**config.mk**
```make
export PLATFORM = sky130hd
export DESIGN_NAME = hlc_dist
export DESIGN_NICKNAME = d
export VERILOG_FILES = /design/src/rtl/hamming_leader_classifier_assert.svh /design/src/rtl/hlc_pkg.sv /design/src/rtl/hlc_dist.sv
export SDC_FILE = /design/constraint.sdc
export NUM_CORES = 1
export LEC_CHECK = 0
export BUFFER_PORTS_ARGS = -buffer_cell sky130_fd_sc_hd__buf_2
export CAP_MARGIN = 25
export CORE_MARGIN = 5
export CORE_UTILIZATION = 48
export CTS_CLUSTER_SIZE = 25
export DETAILED_ROUTE_END_ITERATION = 8
export PLACE_DENSITY_LB_ADDON = 0.25
export SKIP_LAST_GASP = 1
export SLEW_MARGIN = 10
export SYNTH_ARGS = -nofsm -noshare
export SYNTH_HDL_FRONTEND = slang
export SYNTH_SLANG_ARGS = --single-unit
```
**constraint.sdc**
```tcl
create_clock -name clk -period 8.12 [get_ports clk]
set_input_delay 1.218 -clock clk [delete_from_list [all_inputs] [get_ports clk]]
set_output_delay 1.218 -clock clk [all_outputs]
set_load 0.02 [all_outputs]
```
**src/rtl/hamming_leader_classifier_assert.svh**
```systemverilog
// assertion macros shared by the classifier rtl
// no dependencies; each macro expands to one labeled concurrent assertion
`ifndef HAMMING_LEADER_CLASSIFIER_ASSERT_SVH
`define HAMMING_LEADER_CLASSIFIER_ASSERT_SVH

// same-cycle implication, disabled during reset
`define HLC_ASSERT_IMPL(label, clk, rst_n, ante, cons) \
  label: assert property (@(posedge clk) disable iff (!rst_n) (ante) |-> (cons)) \
    else $error("hlc check failed: same-cycle implication");

// next-cycle implication, disabled during reset
`define HLC_ASSERT_NEXT(label, clk, rst_n, ante, cons) \
  label: assert property (@(posedge clk) disable iff (!rst_n) (ante) |=> (cons)) \
    else $error("hlc check failed: next-cycle implication");

`endif

```
**src/rtl/hlc_pkg.sv**
```systemverilog
// shared types and constants for the hamming leader classifier
// no dependencies; imported by every rtl file of the block except hlc_ram
package hlc_pkg;

  localparam int HLC_VECTOR_BITS = 3200;
  localparam int HLC_MAX_CLASSES = 256;

  localparam int WORD_W    = 64;
  localparam int THR_W     = 12;
  localparam int MOD_W     = 7;
  localparam int CHAN_W    = 7;
  localparam int RUN_W     = 20;
  localparam int IDX_W     = 8;
  localparam int BIT_W     = 14;  // 64*127+127 fits
  localparam int POP_W     = 7;
  localparam int CFG_AW    = 3;
  localparam int CFG_DW    = 32;
  localparam logic [THR_W-1:0] THR_RESET = 12'd5;

  typedef enum logic {
    CMD_MARK     = 1'b0,
    CMD_CLASSIFY = 1'b1
  } hlc_cmd_t;

  typedef enum logic {
    STATUS_OK   = 1'b0,
    STATUS_FULL = 1'b1
  } hlc_status_t;

  typedef enum logic {
    REG_MATCH_THRESHOLD = 1'b0
  } hlc_reg_t;

  // control from the sequencer to the distance unit
  typedef struct packed {
    logic clr;
    logic vld;
  } hlc_dist_ctl_t;

endpackage

```
**src/rtl/hlc_dist.sv**
```systemverilog
// shared hamming distance unit: popcount of one xor word, then accumulate
// depends on hlc_pkg for the control struct and word width
module hlc_dist import hlc_pkg::*; #(
  parameter int DW = 14
) (
  input  logic              clk,
  input  logic              rst_n,
  input  hlc_dist_ctl_t     ctl,
  input  logic [WORD_W-1:0] a,
  input  logic [WORD_W-1:0] b,
  output logic [DW-1:0]     acc,
  output logic              busy
);

  function automatic logic [POP_W-1:0] pop64(logic [WORD_W-1:0] x);
    logic [POP_W-1:0] s;
    logic [3:0]       c;
    s = '0;
    for (int i = 0; i < 8; i++) begin
      c = '0;
      for (int j = 0; j < 8; j++) begin
        c = c + 4'(x[8*i+j]);
      end
      s = s + POP_W'(c);
    end
    return s;
  endfunction

  logic [POP_W-1:0] pc_r;
  logic             pc_vld_r;
  logic [DW-1:0]    acc_r;

  always_ff @(posedge clk) begin
    if (!rst_n) begin
      pc_vld_r <= 1'b0;
      acc_r    <= '0;
    end else begin
      pc_vld_r <= ctl.vld;
      if (ctl.clr) begin
        acc_r <= '0;
      end else if (pc_vld_r) begin
        acc_r <= acc_r + DW'(pc_r);
      end
    end
    pc_r <= pop64(a ^ b);
  end

  assign acc  = acc_r;
  assign busy = pc_vld_r;

endmodule

```
==> results.toml <==
[status]
status = "finished clean"

[logic_synthesis]
yosysMostFrequentCell = "fa_1"
synth_top_cell_area_share_pct = 35.1
synthSimpleGateAreaFrac_pct = 5.87
synthArstFlopShare_pct = 0
synth_cell_types = 32
synth_top_cell_by_area = "fa_1"
synth.avg_cell_area_um2 = 10.2
synth_fa_ha_area_share_pct = 43.9
ys_seq_area_share_pct = 14.1
yosys_warnings = 0
yosys.area_share.xor_xnor_pct = 21.2
synthMuxAreaShare_pct = 0.639
syn-num-nets = 515
yosys-top-cells-count = "55 x fa_1, 54 x inv_1, 46 x xor2_1"
synth_top_family_by_area = "adder cells"
synth_area_leaders = "fa_1 35%, dfxtp_1 14%, xor2_1 13%"
ys_seq_elements = 22
synth-compound-area-share_pct = 7.43
synth_edf_count = 0
synth_cells = 306
synthFlopType = "dfxtp_1"
synth_area_um2 = 3130

[clock_network]
htree_levels = 1
hold_buffers = 0
postCtsSetupRepairBufs = 0
clk_latency_ns = 0.26
clock-sinks = 22
cts_resized = 0
clk_pin_slew_ns = 0.08
cts_buffers = 3
clk_path_buf_depth = 2
cts_tree = "built"
root_buffer = "clkbuf_8"

[sta]
hold_violations = 0
period_share_pct = 86.7
worstMarginPinSlew_ns = 0.481
skew_ns = 0.00652
relSlewSlack_pct = 67.9
setup_viol = 0
fin_setup_tns_ns = 0
fmax_ghz = 0.142
holdWs_ns = 0.482
period_needed_ns = 7.04
rsz0062_at_grt = "false"
slew_violations = 0

[worst_hold_path]
hold_depth = 2
hp-class = "register to register"

[placement]
dpl_cell_area_um2 = 3950
port_buffers = 146
globalplace.congestion = 0.830
post-dp-hpwl_mm = 5.93
dp_cells = 527

[cells_and_area]
fin_nets = 664
finalNonFillerCells = 531
fin_area_um2 = 4000
fill_cells = 561
drive_gt1_share_pct = 33.9
antenna_cells = 0
area_delta_synth_final_pct = 27.8

[setup_path]
reg2reg_depth = 8
path_class = "primary input to register"
critPathRequiredTime_ns = 8.27
worst_ep_arrival_time_ns = 7.19
cp-end-kind = "register"
crit_path_start_kind = "primary input"
path_max_fanout = 2

[detailed_routing]
avgRoutedWirePerCell_um = 11.9
dr.pass1.iters = 4
vias_per_cell = 4.69
vias = 2489
drc = 0
routed_wl_mm = 6.30
drt_iter0_markers = 26
route.antenna.remaining_nets = 0

[grt]
grt_max_degree = 13
gr-total-overflow = 0
first_global_vias = 2781
track_usage_pct = 15.7
antenna_found_initial = 0
grt_pass1_wl_mm = 11.1

[floorplan]
die_h_um = 90.8
dieArea_um2 = 8240
die-width_um = 90.8
core.rowCount = 29
start_util_pct = 49.3
ios = 147
core-area_um2 = 6350

[job]
cap_viol_max_count = 0
==> per-stage QoR <==
| step | util, % | worst slack, ns |
|---|---|---|
| 2_1_floorplan | - | 1.15 |
| 5_1_grt | 63.1 | 0.809 |
| 3_5_place_dp | 62.2 | 0.791 |
| 3_3_place_gp | 62.2 | 0.892 |
| 6_report | 63.1 | 1.08 |
| 4_1_cts | 63.1 | 1.05 |
==> cells by family (layout without fill, tap and decap cells) <==
kind of cell / Yosys count / in the layout
adder cells (fa/ha/maj): 77 / 77
flip-flops: 22 / 22
AND/OR/NAND/NOR: 38 / 38
XOR/XNOR: 76 / 76
multiplexers: 2 / 2
AO/OA/AOI/OAI: 35 / 35
buffers and inverters: 56 / 204
==> state kept, by name, summed over array words and instances, names as in the netlist <==
register and count:
pc_r 7, busy 1, acc 14
==> critical path, cell delays in order <==
cell and delay, ns:
buf_2 0.10, xor2_1 0.17, fa_1 0.53, inv_1 0.05, fa_1 0.53, inv_1 0.05
fa_1 0.53, fa_1 0.45, fa_1 0.54, fa_1 0.56, inv_1 0.06, fa_1 0.50
fa_1 0.55, inv_1 0.04, ha_1 0.22, fa_1 0.41, a21o_1 0.19, a21oi_1 0.21
nor2b_1 0.07, o21ai_0 0.16, nand2b_1 0.08
==> final timing paths <==
check	start	to	slack [ns]
hold reg to reg	acc[13]	acc[13]	0.48
setup reg to reg	acc[0]	acc[12]	6.15
setup / recovery	b[19]	pc_r[6]	1.08
hold / removal	acc[13]	acc[13]	0.48
==> area by class of cell <==
cell class | instances | area (µm²) | share of cell area (%)
clock buffer | 4 | 55.1 | 1.37
sequential | 22 | 440 | 11.0
timing repair buffer | 146 | 731 | 18.3
inverter | 54 | 203 | 5.06
tap | 77 | 96.3 | 2.41
multi-input combinational | 228 | 2480 | 61.9
==> per-layer routing <==
| layer | vias up | part of all wire, % | global-route usage, % |
|---|---|---|---|
| li1 | 1242 | - | - |
| met1 | 1158 | 36 | 17.6 |
| met2 | 80 | 57 | 30.7 |
| met3 | 9 | 5.8 | 2.08 |
| met4 | 0 | 1.4 | 4.28 |
| met5 | - | 0 | 0 |
==> layout by cell type, fill, tap and decap left out, types with 3 or more instances in the layout <==
master and count:
nand2b_1 5, ha_1 22, fa_1 55, inv_1 54
a21oi_1 10, xor2_1 46, xnor2_1 30, nor2_1 11
a21o_1 5, buf_2 146, a211oi_1 4, o21ai_0 4
clkbuf_8 4, dfxtp_1 22, nand3_1 3, nand2_1 10
o22ai_1 3
Power is not shown: default switching activity piles up to over one toggle a cycle in this logic, so the estimate is an artifact.
