===== config.mk =====
export PLATFORM = sky130hd
export DESIGN_NAME = hlc_cfg
export DESIGN_NICKNAME = d
export VERILOG_FILES = /design/src/rtl/hamming_leader_classifier_assert.svh /design/src/rtl/hlc_pkg.sv /design/src/rtl/hlc_cfg.sv
export SDC_FILE = /design/constraint.sdc
export NUM_CORES = 1
export LEC_CHECK = 0
export BUFFER_PORTS_ARGS = -buffer_cell sky130_fd_sc_hd__buf_2
export CAP_MARGIN = 20
export CORE_MARGIN = 2
export CORE_UTILIZATION = 30
export CTS_CLUSTER_DIAMETER = 40
export DETAILED_ROUTE_END_ITERATION = 10
export PLACE_DENSITY = 0.75
export SYNTH_ARGS = -nofsm -noshare
export SYNTH_HDL_FRONTEND = slang
export SYNTH_SLANG_ARGS = --single-unit

===== constraint.sdc =====
create_clock -name clk -period 0.8 [get_ports clk]
set_input_delay 0 -clock clk [delete_from_list [all_inputs] [get_ports clk]]
set_output_delay 0 -clock clk [all_outputs]
set_load 0.005 [all_outputs]

===== src/rtl/hamming_leader_classifier_assert.svh =====
// assertion macros shared by the classifier rtl
// no dependencies; each macro expands to one labeled concurrent assertion
`ifndef HAMMING_LEADER_CLASSIFIER_ASSERT_SVH
`define HAMMING_LEADER_CLASSIFIER_ASSERT_SVH

// same-cycle implication, disabled during reset
`define HLC_ASSERT_IMPL(label, clk, rst_n, ante, cons) \
  label: assert property (@(posedge clk) disable iff (!rst_n) (ante) |-> (cons)) \
    else $error("hlc check failed: same-cycle implication");

// next-cycle implication, disabled during reset
`define HLC_ASSERT_NEXT(label, clk, rst_n, ante, cons) \
  label: assert property (@(posedge clk) disable iff (!rst_n) (ante) |=> (cons)) \
    else $error("hlc check failed: next-cycle implication");

`endif


===== src/rtl/hlc_pkg.sv =====
// shared types and constants for the hamming leader classifier
// no dependencies; imported by every rtl file of the block except hlc_ram
package hlc_pkg;

  localparam int HLC_VECTOR_BITS = 3200;
  localparam int HLC_MAX_CLASSES = 256;

  localparam int WORD_W    = 64;
  localparam int THR_W     = 12;
  localparam int MOD_W     = 7;
  localparam int CHAN_W    = 7;
  localparam int RUN_W     = 20;
  localparam int IDX_W     = 8;
  localparam int BIT_W     = 14;  // 64*127+127 fits
  localparam int POP_W     = 7;
  localparam int CFG_AW    = 3;
  localparam int CFG_DW    = 32;
  localparam logic [THR_W-1:0] THR_RESET = 12'd5;

  typedef enum logic {
    CMD_MARK     = 1'b0,
    CMD_CLASSIFY = 1'b1
  } hlc_cmd_t;

  typedef enum logic {
    STATUS_OK   = 1'b0,
    STATUS_FULL = 1'b1
  } hlc_status_t;

  typedef enum logic {
    REG_MATCH_THRESHOLD = 1'b0
  } hlc_reg_t;

  // control from the sequencer to the distance unit
  typedef struct packed {
    logic clr;
    logic vld;
  } hlc_dist_ctl_t;

endpackage


===== src/rtl/hlc_cfg.sv =====
// apb-style register port holding the match threshold
// depends on hlc_pkg for register codes and widths
module hlc_cfg import hlc_pkg::*; (
  input  logic              clk,
  input  logic              rst_n,
  input  logic              psel,
  input  logic              penable,
  input  logic              pwrite,
  input  logic [CFG_AW-1:0] paddr,
  input  logic [CFG_DW-1:0] pwdata,
  output logic [CFG_DW-1:0] prdata,
  output logic              pready,
  output logic [THR_W-1:0]  thr
);

  logic [THR_W-1:0] thr_r;
  logic [THR_W-1:0] thr_nxt;

  always_comb begin
    thr_nxt = thr_r;
    prdata  = '0;
    case (paddr[2])
      REG_MATCH_THRESHOLD: begin
        prdata = CFG_DW'(thr_r);
        if (psel && penable && pwrite) begin
          thr_nxt = pwdata[THR_W-1:0];
        end
      end
      default: prdata = '0;
    endcase
  end

  always_ff @(posedge clk) begin
    if (!rst_n) begin
      thr_r <= THR_RESET;
    end else begin
      thr_r <= thr_nxt;
    end
  end

  assign pready = 1'b1;
  assign thr    = thr_r;

endmodule


==> summary.md, run 1 <==
| Metric | Value |
|---|---|
| Largest net degree at the start of global routing | `17` |
| CP Capture Type | `output pin` |
| Cts bufs inserted | `3` |
| Area contributors post-synth | `dfxtp_1, buf_4, mux2i_1` |
| Static leakage | `0.612 nW` |
| Cells after Synth | `89` |
| Slew Viols, Final | `0` |
| First-pass GRT wire length | `2340 um` |
| Vias in the first global route | `548` |
| Setup WS post-layout | `-0.0629 ns` |
| Setup Skew | `0 ns` |
| Crit path arrival time | `0.86 ns` |
| Gr ovfl total | `0` |
| DR vias | `710` |
| Setup_tns | `-0.479 ns` |
| CTS clk-pin slew, worst paths | `0.07 ns` |
| Post-Synthesis Cell Area | `752 um^2` |
| CTS tree | `built` |
| CP Max Fanout | `3` |
| Placed inst area | `917 um^2` |
| Total Power | `0.00125 W` |
| Syn Area/Cell | `8.45 um^2` |
| Core area | `0.00243 mm^2` |
| Root Buffer | `clkbuf_4` |
| # rows | `18` |
| Synthesis Warnings | `0` |
| Crit share post-route | `1.08` |
| Avg WL per Cell | `9.59 um` |
| Clock sinks | `12` |
| Reg-to-Reg Start | `thr[4]` |
| Worst Min Path Start | `rst_n` |
| Fin crit period | `0.863 ns` |
| Most frequent cells in the layout | `buf_2, conb_1, nand2_1` |
| Routability congestion estimate | `0.535` |
| Nets | `191` |
| DR pass1 iterations | `2` |
| Via/cell ratio | `3.97` |
| Critical Path Source Type | `flop` |
| Detail Route Antenna Nets | `0` |
| Clock Latency Late Sink | `0.27 ns` |
| Initial antenna violation count | `0` |
| PwrDens | `1030 mW/mm^2` |
| Crit path from | `thr[9]` |
| Hold_ws | `0.0567 ns` |
| Count of state elements after synthesis | `12` |
| Failing checks | `setup timing` |
| Top-Level Pins | `85` |
| Total track usage | `0.115` |
| Fmax | `1160 MHz` |
| Die Span X | `54.1 um` |
| Min-delay worst type | `input pin to flop` |
| Commonest non-fill, non-tap cell in the layout | `buf_2` |
| Peak VDD IR | `658 uV` |
| Required @ worst endpoint | `0.80 ns` |
| Share of cells above drive strength 1 | `0.477` |
| H-tree depth | `1` |
| Fin util | `0.499` |
| Die ar. | `0.00292 mm^2` |
| Top-area cell type share of the netlist area | `0.319` |
| Final antenna diode count | `0` |
| Drt drc | `0` |
| DRT iter0 DRCs | `4` |
| Final setup viols | `15` |
| Max FFs per register | `12` |
| Largest area contributor in the synthesized netlist | `dfxtp_1` |
| Sequential share of the synthesized area | `0.319` |
| Finished Cell Area | `0.00121 mm^2` |
| Unrepaired setup endpoints after global routing | `true` |
| Setup CP Type | `flop to output pin` |
| Die Y | `54.1 um` |
| Outcome | `complete, but fails checks` |
| Max-Cap Viols | `0` |
| Post-synth cell types | `12` |
| Starting Density | `0.309` |
| Area Overhead vs Synth | `61.6%` |
| Number of port buffers | `41` |
| CTS Buffer Depth | `2` |
| Final Hold Vio Count | `0` |
| Final WL | `1720 um` |
[Yosys cell counts (all sizes together)]
library cell / n
buf: 24
nand2: 20
nor2b: 14
dfxtp: 12
mux2i: 12
and2b: 2
clkbuf: 2
conb: 2
and4b: 1
[kinds of logic after synthesis]
logic type / share of synthesized area
buf+inv: 0.261
flops: 0.319
mux: 0.160
simple gates: 0.250
other cells: 0.00999
[power by group]
part	leakage, nW	switching, W	internal, W
registers	0.101	0.00000849	0.000613
clock network	0.0138	0.000186	0.000174
logic	0.497	0.000113	0.000154
total	0.612	0.000308	0.000940
[routing by layer]
layer,wire [um],global-route usage,up-vias
met2,914,0.220,39
li1,-,-,356
met5,0,0,-
met1,655,0.114,315
met4,0,0.0125,0
met3,147,0.0583,0
[final timing paths]
path,to,slack (ns),cells past startpoint
setup / recovery,prdata[9],-0.06,2
setup reg to reg,thr[4],0.14,3
hold reg to reg,thr[6],0.47,2
hold / removal,thr[7],0.06,3
[critical path, stage by stage (launching register included)]
cell     delay, ns
dfxtp_2       0.33
and2b_1       0.15
buf_2         0.12
[layout make-up]
| type | instances | area [um^2] |
|---|---|---|
| Timing Repair Buffer | 64 | 483 |
| Multi-Input combinational cell | 70 | 417 |
| Fill cell | 240 | 1220 |
| Tap cell | 30 | 37.5 |
| Clock buffer | 3 | 22.5 |
| Sequential cell | 12 | 255 |
[stage by stage]
| stage | instances | worst slack, ns |
|---|---|---|
| 5_1_grt | 179 | -0.138 |
| 6_report | 179 | -0.0629 |
| 3_5_place_dp | 156 | -0.0158 |
| 3_3_place_gp | 156 | -0.0116 |
| 2_1_floorplan | 108 | 0.0875 |
| 4_1_cts | 171 | -0.0676 |
[what timing repair did]
action	CTS	global route
hold buffers	12	0
gates resized for setup	12	15
endpoints found under the setup margin	12	12
endpoints found under the hold margin	12	0
buffers inserted	0	8
Power figures use the tool's default switching activity.
==> run 2, diff against run 1 <==
- CORE_ASPECT_RATIO: not set -> 1.25
- GPL_TIMING_DRIVEN: not set -> 0
- REMOVE_ABC_BUFFERS: not set -> 1
==> summary.md, run 2 (synthesis gave the netlist of run 1 again) <==
| Metric | Value |
|---|---|
| Max FFs per register | `12 (unchanged)` |
| Commonest non-fill, non-tap cell in the layout | `buf_2 (unchanged)` |
| Slew Viols, Final | `0 (unchanged)` |
| Setup WS post-layout | `-0.0617 ns (was -0.0629 ns)` |
| # rows | `20 (was 18)` |
| PwrDens | `1200 mW/mm^2 (was 1030 mW/mm^2)` |
| CTS Buffer Depth | `2 (unchanged)` |
| Failing checks | `setup timing (unchanged)` |
| Static leakage | `0.564 nW (was 0.612 nW)` |
| Fin crit period | `0.862 ns (was 0.863 ns)` |
| Required @ worst endpoint | `0.80 ns (about the same)` |
| Met3 usage | `0.0225 (was 0.0583)` |
| Nets | `185 (was 191)` |
| Routability congestion estimate | `0.639 (was 0.535)` |
| Finished Cell Area | `0.00112 mm^2 (was 0.00121 mm^2)` |
| Placed inst area | `873 um^2 (was 917 um^2)` |
| DR pass1 iterations | `4 (was 2)` |
| Largest net degree at the start of global routing | `25 (was 17)` |
| Cts bufs inserted | `3 (unchanged)` |
| Via/cell ratio | `3.97 (about the same)` |
| DRT iter0 DRCs | `23 (was 4)` |
| Max-Cap Viols | `0 (unchanged)` |
| First-pass GRT wire length | `2420 um (was 2340 um)` |
| H-tree depth | `1 (unchanged)` |
| Core area | `0.00240 mm^2 (was 0.00243 mm^2)` |
| Met1 Usage GRT | `0.110 (was 0.114)` |
| Busiest layer in global routing | `met2 (unchanged)` |
| Area Overhead vs Synth | `48.8% (was 61.6%)` |
| DR vias | `703 (was 710)` |
| Hold_ws | `0.158 ns (was 0.0567 ns)` |
| Final setup viols | `14 (was 15)` |
| Drt drc | `0 (unchanged)` |
| Die Span X | `48.8 um (was 54.1 um)` |
| Final antenna diode count | `0 (unchanged)` |
| Fmax | `1160 MHz (about the same)` |
| Setup CP Type | `flop to output pin (unchanged)` |
| M2 GR Usage | `0.207 (was 0.220)` |
| Crit path arrival time | `0.86 ns (about the same)` |
| Unrepaired setup endpoints after global routing | `true (unchanged)` |
| Pre-CTS setup slack | `-0.559 ns (was -0.0158 ns)` |
| Setup Skew | `0 ns (unchanged)` |
| Peak VDD IR | `744 uV (was 658 uV)` |
| Share of cells above drive strength 1 | `0.451 (was 0.477)` |
| Gr ovfl total | `0 (unchanged)` |
| Final Hold Vio Count | `0 (unchanged)` |
| Top-Level Pins | `85 (unchanged)` |
| Vias in the first global route | `590 (was 548)` |
| Post-DP HPWL | `1170 um` |
| Detail Route Antenna Nets | `0 (unchanged)` |
| Die Y | `60.0 um (was 54.1 um)` |
| Critical Path Source Type | `flop (unchanged)` |
| Outcome | `complete, but fails checks (unchanged)` |
| CP Capture Type | `output pin (unchanged)` |
| Total track usage | `0.110 (was 0.115)` |
| Root Buffer | `clkbuf_4 (unchanged)` |
| Clock sinks | `12 (unchanged)` |
| Initial antenna violation count | `0 (unchanged)` |
| Die ar. | `0.00293 mm^2 (was 0.00292 mm^2)` |
| CTS tree | `built (unchanged)` |
| CTS clk-pin slew, worst paths | `0.08 ns (was 0.07 ns)` |
| Crit share post-route | `1.08 (about the same)` |
| Clock Latency Late Sink | `0.27 ns (about the same)` |
| Most frequent cells in the layout | `buf_2, conb_1, nand2_1 (unchanged)` |
| Min-delay worst type | `input pin to flop (unchanged)` |
| Avg WL per Cell | `9.88 um (was 9.59 um)` |
| Total Power | `0.00134 W (was 0.00125 W)` |
| Final WL | `1750 um (was 1720 um)` |
| Starting Density | `0.313 (was 0.309)` |
| Number of port buffers | `41 (unchanged)` |
| CP Max Fanout | `3 (unchanged)` |
==> run 2: critical path: stages, from the launching register on <==
cell	delay (ns)
dfxtp_2	0.35
nor2b_4	0.13
buf_2	0.11
==> run 2: worst paths after layout <==
path	from	endpoint	slack (ns)	cells after the start
max reg2reg	thr[0]	thr[0]	0.07	3
max	thr[1]	prdata[1]	-0.06	2
min reg2reg	thr[11]	thr[11]	0.46	2
min	rst_n	thr[8]	0.16	3
==> run 2: layout make-up <==
type                       instances  area, um^2
multi-input combinational         70         400
sequential                        12         255
timing repair buffer              58         385
tap                               33        41.3
fill                             252        1280
clock buffer                       4        36.3
==> run 2: stage by stage <==
step	TNS (ns)	utilization	std cells
floorplan	-1.14	-	82
global placement	-5.85	0.364	156
detailed placement	-6.35	0.364	156
CTS	-0.775	0.440	173
global route	-1.37	0.466	177
finish	-0.589	0.466	177
==> run 2: where the power goes <==
part           leakage, nW  internal (W)  switching [W]
Sequential           0.101      0.000612     0.00000833
Combinational        0.442      0.000126       0.000105
Clock               0.0210      0.000277       0.000213
Total                0.564       0.00102       0.000326
==> run 2: layer usage <==
| metal | part of all wire | vias up |
|---|---|---|
| met5 | 0 | - |
| met4 | 0.030 | 0 |
| met3 | 0.049 | 8 |
| met2 | 0.54 | 35 |
| met1 | 0.38 | 317 |
| li1 | - | 343 |
==> run 2: what timing repair did <==
item | CTS | global route
endpoints found under the setup margin | 24 | 14
gates cloned | 0 | 0
hold endpoints to repair | 12 | 0
buffers inserted | 1 | 4
resized for setup | 14 | 9
hold buffers | 12 | 0
==> run 3, diff against run 2 <==
- CORE_UTILIZATION: 30 -> 31
- CTS_BUF_LIST: not set -> sky130_fd_sc_hd__clkbuf_4
- PLACE_DENSITY: 0.75 -> 0.78
==> summary.md, run 3 (synthesis gave the netlist of run 1 again) <==
| Metric | Value |
|---|---|
| Clk pwr share | `0.295 (was 0.365)` |
| DRT iter0 DRCs | `6 (was 23)` |
| Nets | `183 (was 185)` |
| Initial antenna violation count | `0 (unchanged)` |
| Failing checks | `setup timing (unchanged)` |
| Reg power frac | `0.508 (was 0.463)` |
| Dpl cells | `154 (was 156)` |
| Largest net degree at the start of global routing | `25 (unchanged)` |
| Commonest non-fill, non-tap cell in the layout | `buf_2 (unchanged)` |
| Starting Density | `0.333 (was 0.313)` |
| Setup WS post-layout | `-0.0483 ns (was -0.0617 ns)` |
| Slew Viols, Final | `0 (unchanged)` |
| Drt drc | `0 (unchanged)` |
| Worst hold path cell count | `3 (unchanged)` |
| Fill cells | `232 (was 252)` |
| Total track usage | `0.120 (was 0.110)` |
| Clock Latency Late Sink | `0.26 ns (was 0.27 ns)` |
| WP depth | `2 (unchanged)` |
| Avg WL per Cell | `10.4 um (was 9.88 um)` |
| Fin util | `0.498 (was 0.466)` |
| Peak VDD IR | `671 uV (was 744 uV)` |
| CTS Buffer Depth | `2 (unchanged)` |
| Min-delay worst type | `input pin to flop (unchanged)` |
| Crit path cell chain | `and2b_1 > buf_2 (was nor2b_4 > buf_2)` |
| Routability congestion estimate | `0.573 (was 0.639)` |
| Final WL | `1780 um (was 1750 um)` |
| Die Span X | `48.1 um (was 48.8 um)` |
| Post-Layout Cell Count | `172 (was 177)` |
| Fin crit period | `0.848 ns (was 0.862 ns)` |
| Via/cell ratio | `4.09 (was 3.97)` |
| Setup Skew | `0 ns (unchanged)` |
| Final setup viols | `13 (was 14)` |
| Vias in the first global route | `605 (was 590)` |
| DR vias | `704 (was 703)` |
| Die Y | `59.1 um (was 60.0 um)` |
| Detail Route Antenna Nets | `0 (unchanged)` |
| Top-Level Pins | `85 (unchanged)` |
| Cells on worst reg2reg path | `3 (unchanged)` |
| Outcome | `complete, but fails checks (unchanged)` |
| P_int | `0.000915 W (was 0.00102 W)` |
| Clock sinks | `12 (unchanged)` |
| NetSw | `0.000307 W (was 0.000326 W)` |
| Root Buffer | `clkbuf_4 (unchanged)` |
| Worst path slowest cell | `dfxtp_2 (unchanged)` |
| CP Max Fanout | `3 (unchanged)` |
| Placed inst area | `871 um^2 (was 873 um^2)` |
| Max FFs per register | `12 (unchanged)` |
| CTS tree | `built (unchanged)` |
| Max-Cap Viols | `0 (unchanged)` |
| CTS clk-pin slew, worst paths | `0.07 ns (was 0.08 ns)` |
| First-pass GRT wire length | `2380 um (was 2420 um)` |
| Crit path arrival time | `0.85 ns (was 0.86 ns)` |
| Finished Cell Area | `0.00112 mm^2 (about the same)` |
| Required @ worst endpoint | `0.80 ns (about the same)` |
| Crit share post-route | `1.06 (was 1.08)` |
| Unrepaired setup endpoints after global routing | `true (unchanged)` |
| Switching share of power | `0.251 (was 0.243)` |
| Final antenna diode count | `0 (unchanged)` |
| WP buf/inv | `1 (unchanged)` |
| Static leakage | `0.560 nW (was 0.564 nW)` |
| Die ar. | `0.00284 mm^2 (was 0.00293 mm^2)` |
| Fmax | `1180 MHz (was 1160 MHz)` |
| Share of cells above drive strength 1 | `0.475 (was 0.451)` |
| CP Capture Type | `output pin (unchanged)` |
| PwrDens | `1090 mW/mm^2 (was 1200 mW/mm^2)` |
| Most frequent cells in the layout | `buf_2, conb_1, nand2_1 (unchanged)` |
| Final Hold Vio Count | `0 (unchanged)` |
| Gr ovfl total | `0 (unchanged)` |
| CP peak stage delay | `0.33 ns (was 0.35 ns)` |
| Comb power frac | `0.196 (was 0.172)` |
| # rows | `19 (was 20)` |
| Core area | `0.00226 mm^2 (was 0.00240 mm^2)` |
| H-tree depth | `1 (unchanged)` |
| Cts bufs inserted | `3 (unchanged)` |
| Family with the most delay on the worst path | `flip-flops (unchanged)` |
| Total Power | `0.00122 W (was 0.00134 W)` |
| Setup CP Type | `flop to output pin (unchanged)` |
| Area Overhead vs Synth | `49.6% (was 48.8%)` |
| Critical Path Source Type | `flop (unchanged)` |
| Number of port buffers | `41 (unchanged)` |
| DR pass1 iterations | `4 (unchanged)` |
==> run 3: worst min-delay path, stage by stage <==
cell and delay [ns]:
buf_2 0.08, nor2b_1 0.04, mux2i_1 0.12
==> run 3: timing repair <==
item | 4_1_cts | 5_1_grt
hold endpoints to repair | 11 | 0
endpoints found under the setup margin | 24 | 13
hold buffers | 11 | 0
gates resized for setup | 14 | 16
pin swaps | 0 | 0
setup buffers | 0 | 4
==> run 3: metrics by stage <==
step	TNS [ns]	hold slack (ns)	setup WS (ns)
global placement	-6.02	0.244	-0.504
CTS	-0.642	0.00197	-0.0639
global route	-1.21	0.0135	-0.102
finish	-0.461	0.0116	-0.0483
detailed placement	-6.44	0.260	-0.570
floorplan	-1.14	0.0302	-0.0953
==> run 3: metal layers <==
metal | global-route usage | routed length, um
met2 | 0.229 | 1010
met3 | 0.0366 | 102
met1 | 0.110 | 670
met5 | 0 | 0
met4 | 0.0463 | 0
==> run 3: layout make-up <==
cell class / instances / area [um^2] / share of cell area
Multi-Input combinational cell: 70 / 430 / 0.383
Timing Repair Buffer: 56 / 378 / 0.336
Tap cell: 31 / 38.8 / 0.0345
Sequential cell: 12 / 255 / 0.227
Clock buffer: 3 / 22.5 / 0.0200
==> run 3: power groups by stage <==
stage | clock network (W) | logic (W) | registers (W)
after floorplan | 0 | 0.0000713 | 0.000633
after global placement | 0 | 0.000161 | 0.000631
after detailed placement | 0 | 0.000167 | 0.000632
after CTS | 0.000390 | 0.000209 | 0.000620
after global routing | 0.000419 | 0.000271 | 0.000623
final | 0.000361 | 0.000240 | 0.000621
==> run 3: final timing paths <==
path / from / to / slack [ns]
worst max-delay path: thr[11] / prdata[11] / -0.05
worst min-delay path: pwdata[0] / thr[0] / 0.01
worst max register to register: thr[7] / thr[7] / 0.13
worst min register to register: thr[1] / thr[1] / 0.46
